### src/rtl/core/lzss_pkg.sv
// Shared token codes and constants for the LZSS stream expander.
package lzss_pkg;

    localparam int LIT_BITS = 8;

    typedef enum logic [1:0] {
        TOK_LIT,
        TOK_MATCH,
        TOK_END
    } t_tok_kind;

endpackage

### src/rtl/core/lzss_unpack.sv
// Bit-serial token unpacker: shifts compressed bytes out MSB first, one bit per cycle unless a token waits.
module lzss_unpack
    import lzss_pkg::*;
#(
    parameter int INDEX_BITS  = 12,
    parameter int LENGTH_BITS = 4
) (
    input  logic                   i_clk,
    input  logic                   i_rst_n,
    input  logic                   i_enable,
    input  logic                   i_in_valid,
    output logic                   o_in_ready,
    input  logic [7:0]             i_in_byte,
    output logic                   o_tok_valid,
    input  logic                   i_tok_ready,
    output t_tok_kind              o_tok_kind,
    output logic [LIT_BITS-1:0]    o_tok_lit,
    output logic [INDEX_BITS-1:0]  o_tok_pos,
    output logic [LENGTH_BITS-1:0] o_tok_len
);

    localparam int CW = $clog2(INDEX_BITS);

    typedef enum logic [1:0] {
        PS_FLAG,
        PS_LIT,
        PS_POS,
        PS_LEN
    } t_state;

    t_state                 r_state, n_state;
    logic [7:0]             r_sreg, n_sreg;
    logic [3:0]             r_bits_left, n_bits_left;
    logic [CW-1:0]          r_cnt, n_cnt;
    logic [INDEX_BITS-1:0]  r_field, n_field;
    logic [LENGTH_BITS-1:0] r_len, n_len;
    logic                   r_tok_valid, n_tok_valid;
    t_tok_kind              r_tok_kind, n_tok_kind;

    logic                   in_acc;
    logic                   shift_en;
    logic                   bit_in;
    logic [INDEX_BITS-1:0]  field_next;
    logic [LENGTH_BITS-1:0] len_next;

    assign o_in_ready  = i_enable && (r_bits_left == 4'd0);
    assign in_acc      = i_in_valid && o_in_ready;
    assign shift_en    = (r_bits_left != 4'd0) && !r_tok_valid;
    assign bit_in      = r_sreg[7];
    assign field_next  = {r_field[INDEX_BITS-2:0], bit_in};
    assign len_next    = {r_len[LENGTH_BITS-2:0], bit_in};

    assign o_tok_valid = r_tok_valid;
    assign o_tok_kind  = r_tok_kind;
    assign o_tok_lit   = r_field[LIT_BITS-1:0];
    assign o_tok_pos   = r_field;
    assign o_tok_len   = r_len;

    always_comb begin
        n_state     = r_state;
        n_sreg      = r_sreg;
        n_bits_left = r_bits_left;
        n_cnt       = r_cnt;
        n_field     = r_field;
        n_len       = r_len;
        n_tok_valid = r_tok_valid;
        n_tok_kind  = r_tok_kind;

        if (r_tok_valid && i_tok_ready) begin
            n_tok_valid = 1'b0;
        end

        if (in_acc) begin
            n_sreg      = i_in_byte;
            n_bits_left = 4'd8;
        end else if (shift_en) begin
            n_sreg      = {r_sreg[6:0], 1'b0};
            n_bits_left = r_bits_left - 4'd1;
            n_cnt       = r_cnt + CW'(1);
            unique case (r_state)
                PS_FLAG: begin
                    n_cnt   = '0;
                    n_state = bit_in ? PS_LIT : PS_POS;
                end
                PS_LIT: begin
                    n_field = field_next;
                    if (r_cnt == CW'(LIT_BITS - 1)) begin
                        n_tok_valid = 1'b1;
                        n_tok_kind  = TOK_LIT;
                        n_state     = PS_FLAG;
                    end
                end
                PS_POS: begin
                    n_field = field_next;
                    if (r_cnt == CW'(INDEX_BITS - 1)) begin
                        n_cnt = '0;
                        if (field_next == '0) begin
                            // End marker: the rest of this byte is thrown away.
                            n_tok_valid = 1'b1;
                            n_tok_kind  = TOK_END;
                            n_bits_left = 4'd0;
                            n_state     = PS_FLAG;
                        end else begin
                            n_state = PS_LEN;
                        end
                    end
                end
                PS_LEN: begin
                    n_len = len_next;
                    if (r_cnt == CW'(LENGTH_BITS - 1)) begin
                        n_tok_valid = 1'b1;
                        n_tok_kind  = TOK_MATCH;
                        n_state     = PS_FLAG;
                    end
                end
                default: n_state = PS_FLAG;
            endcase
        end
    end

    always_ff @(posedge i_clk) begin
        if (!i_rst_n) begin
            r_state     <= PS_FLAG;
            r_bits_left <= 4'd0;
            r_cnt       <= '0;
            r_tok_valid <= 1'b0;
            r_tok_kind  <= TOK_LIT;
        end else begin
            r_state     <= n_state;
            r_bits_left <= n_bits_left;
            r_cnt       <= n_cnt;
            r_tok_valid <= n_tok_valid;
            r_tok_kind  <= n_tok_kind;
        end
        r_sreg  <= n_sreg;
        r_field <= n_field;
        r_len   <= n_len;
    end

endmodule

### config.mk
export PLATFORM = sky130hd
export DESIGN_NAME = lzss_unpack
export DESIGN_NICKNAME = d
export VERILOG_FILES = /design/src/rtl/core/lzss_pkg.sv /design/src/rtl/core/lzss_unpack.sv
export SDC_FILE = /design/constraint.sdc
export NUM_CORES = 1
export LEC_CHECK = 0
export BUFFER_PORTS_ARGS = -buffer_cell sky130_fd_sc_hd__buf_2
export CAP_MARGIN = 20
export CELL_PAD_IN_SITES_DETAIL_PLACEMENT = 0
export CELL_PAD_IN_SITES_GLOBAL_PLACEMENT = 2
export CORE_UTILIZATION = 34
export CTS_CLUSTER_DIAMETER = 60
export DETAILED_ROUTE_END_ITERATION = 6
export PLACE_DENSITY_LB_ADDON = 0.25
export SLEW_MARGIN = 20
export SYNTH_ARGS = -nofsm -noshare
export SYNTH_HDL_FRONTEND = slang
export SYNTH_SLANG_ARGS = --single-unit
### constraint.sdc
create_clock -name i_clk -period 2.23 [get_ports i_clk]
set_clock_uncertainty 0.1 [all_clocks]
set_input_delay 0.3345 -clock i_clk [delete_from_list [all_inputs] [get_ports i_clk]]
set_output_delay 0.3345 -clock i_clk [all_outputs]
set_load 0.02 [all_outputs]
==> out/metrics.yaml <==
critical_path:
  start_kind: "flop"
  cp.arrival_ns: 2.10
  cp.required_ns: 2.33
  end_kind: "flop"
  worstSetupPathType: "flop to flop"
  crit_path_max_fanout: 9
global_route:
  gr-total-overflow: 0
  track_usage_pct: 14.20
  grt_pass1_vias: 1179
  grt_max_degree: 15
  antenna_found_initial: 0
  grt_first_pass_wirelength_um: 5651
logic_synthesis:
  synth.distinct_cells: 36
  synth_edf_count: 24
  syn_area_per_cell_um2: 11.76
  synthTopCellsByArea: "edfxtp_1 (42%), dfxtp_1 (15%), ha_1 (5.8%), mux2_2 (4.6%), buf_4 (3.5%)"
  ys_ff_latch: 37
  syn_area_um2: 1717
  synth-async-reset-ratio_pct: 0
  synth_top_area_share_pct: 41.98
  yosysTopAreaCell: "edfxtp_1"
  ys_seq_area_share_pct: 57.14
  syn_inst: 146
  synthFlopType: "edfxtp_1"
  syn_nets: 167
  yosysWarnings: 0
power_and_ir_drop:
  p_comb_share_pct: 39.6
  swShare_pct: 36.91
  clockPowerShare_pct: 19.2
  power_mw: 2.940
  seqPwrFrac_pct: 41.2
  intPower_mw: 1.855
  ir_drop_mv: 0.5984
  power_density_nw_per_um2: 1413
  power_switching_mw: 1.085
  leakagePower_nw: 0.8278
final_layout:
  fin_util_pct: 43.48
  final_cell_area_um2: 2081
  area_growth_pct: 21.21
  final_cell_mix: "buf_2 (40), edfxtp_1 (24), nand2_1 (16)"
  antenna_cells: 0
  drive_gt1_share_pct: 31.91
  nNetsFinal: 208
  final_cells: 255
  n_fill_cell: 475
  mostFrequentLayoutCell: "buf_2"
timing:
  finalCritPeriodShare_pct: 89.71
  relSlewSlack_pct: 70.32
  rsz0062_at_grt: "no"
  hold_viol: 0
  setup_tns_ns: 0
  finalCriticalPeriod_ns: 2.000
  whs_ns: 0.1287
  tightestPinTransition_ns: 0.4412
  fmax_mhz: 499.9
  finalWorstSetupSlack_ns: 0.2295
  setup_viol: 0
  drv_slew: 0
detailed_routing:
  vias: 1248
  totalWireLength_um: 3435
  route.detailed.drc: 0
  wl_per_cell_um: 13.47
  drtAntennaViolNets: 0
  dr.pass1.iters: 4
  viasPerCell: 4.894
  first_iter_violations: 21
die:
  dieHeight_um: 73.06
  dieArea_um2: 5337
  ioPinCount: 41
  placeableCoreArea_um2: 4786
  initial_core_util_pct: 35.87
  rows: 25
  die_w_um: 73.06
clock_tree:
  hold_buffers: 0
  cts_sinks: 37
  clk_path_buf_depth: 2
  cts-root-buf: "clkbuf_8"
  cts_setup_buffers: 0
  cts_resized: 0
  cts.htree.levels: 2
  cts_tree: "built"
  clkSlewWorstSetupHoldPaths_ns: 0.07
  cts_buffers: 5
  clock_latency_ns: 0.29
place:
  io_buffers: 40
  dp_cells: 247
  place_congestion: 0.7863
  place_area_um2: 1968
  pre_cts_slack_ns: 0.1653
  dp_hpwl_um: 2581
job:
  maxCapViolations: 0
status:
  status: "completed"
hold_path:
  hold_path_class: "primary input to flop"
## synthesized netlist by cell type (2+ instances only)
library cell	count
edfxtp_1	24
nand2_1	16
dfxtp_1	13
inv_1	9
buf_4	8
ha_1	8
a21oi_1	7
mux2_2	7
nand3_1	7
nor2_1	4
nor4_1	4
a31oi_1	3
and2_1	3
mux2i_1	3
a221oi_1	2
nand3b_1	2
nand4_1	2
nor2b_1	2
o21a_1	2
o21ai_0	2
o32ai_1	2
or3_1	2
## critical path: stages, from the launching register on
cell and delay, ns:
dfxtp_1 0.36, inv_1 0.09, ha_1 0.20, nor3b_2 0.18, or2_4 0.28, or3_1 0.40
a221oi_1 0.29
## sequential cells by signal (all words and copies together) (netlist names)
name,flops
r_sreg,8
o_tok_valid,1
r_bits_left,4
o_tok_kind,2
o_tok_pos,12
r_cnt,4
r_state,2
o_tok_len,4
## worst paths after layout
check | from | endpoint | slack [ns] | cells after the start
hold reg to reg | o_tok_len[0] | o_tok_len[1] | 0.35 | 0
setup reg to reg | r_bits_left[0] | r_state[1] | 0.23 | 6
hold / removal | i_tok_ready | o_tok_valid | 0.13 | 2
setup / recovery | r_bits_left[0] | r_state[1] | 0.23 | 6
## power groups by stage
stage	Combinational [mW]	Clock (mW)	Sequential [mW]
3_5_place_dp	1.16	0	1.23
4_1_cts	1.17	0.586	1.22
3_3_place_gp	1.14	0	1.22
2_1_floorplan	0.741	0	1.32
6_report	1.16	0.565	1.21
5_1_grt	1.29	0.615	1.25
## layout make-up
class | count | area [µm²] | share of cell area [%]
sequential | 37 | 980.9 | 47.14
multi-input combinational | 90 | 629.4 | 30.25
timing repair buffer | 44 | 242.7 | 11.67
tap | 67 | 83.83 | 4.029
clock buffer | 5 | 68.82 | 3.307
clock inverter | 3 | 41.29 | 1.984
inverter | 9 | 33.78 | 1.624
## layer usage
metal | vias up | track usage, % | routed length (µm)
li1 | 613 | - | -
met1 | 593 | 17.09 | 1556
met2 | 37 | 23.77 | 1674
met5 | - | 0 | 0
met4 | 0 | 5.011 | 43
met3 | 5 | 4.558 | 160
## logic make-up (layout without fill, tap and decap cells)
logic type                 after synthesis  count (layout)  synth area share [%]
AOI/OAI and AO/OA                       22              22                 8.528
adders and majority gates                8               8                 5.831
buffers and inverters                   19              61                 6.341
DFF                                     37              37                 57.14
muxes                                   10              10                 6.341
and+or+nand+nor                         50              50                 15.82
Power figures use the tool's default switching activity.
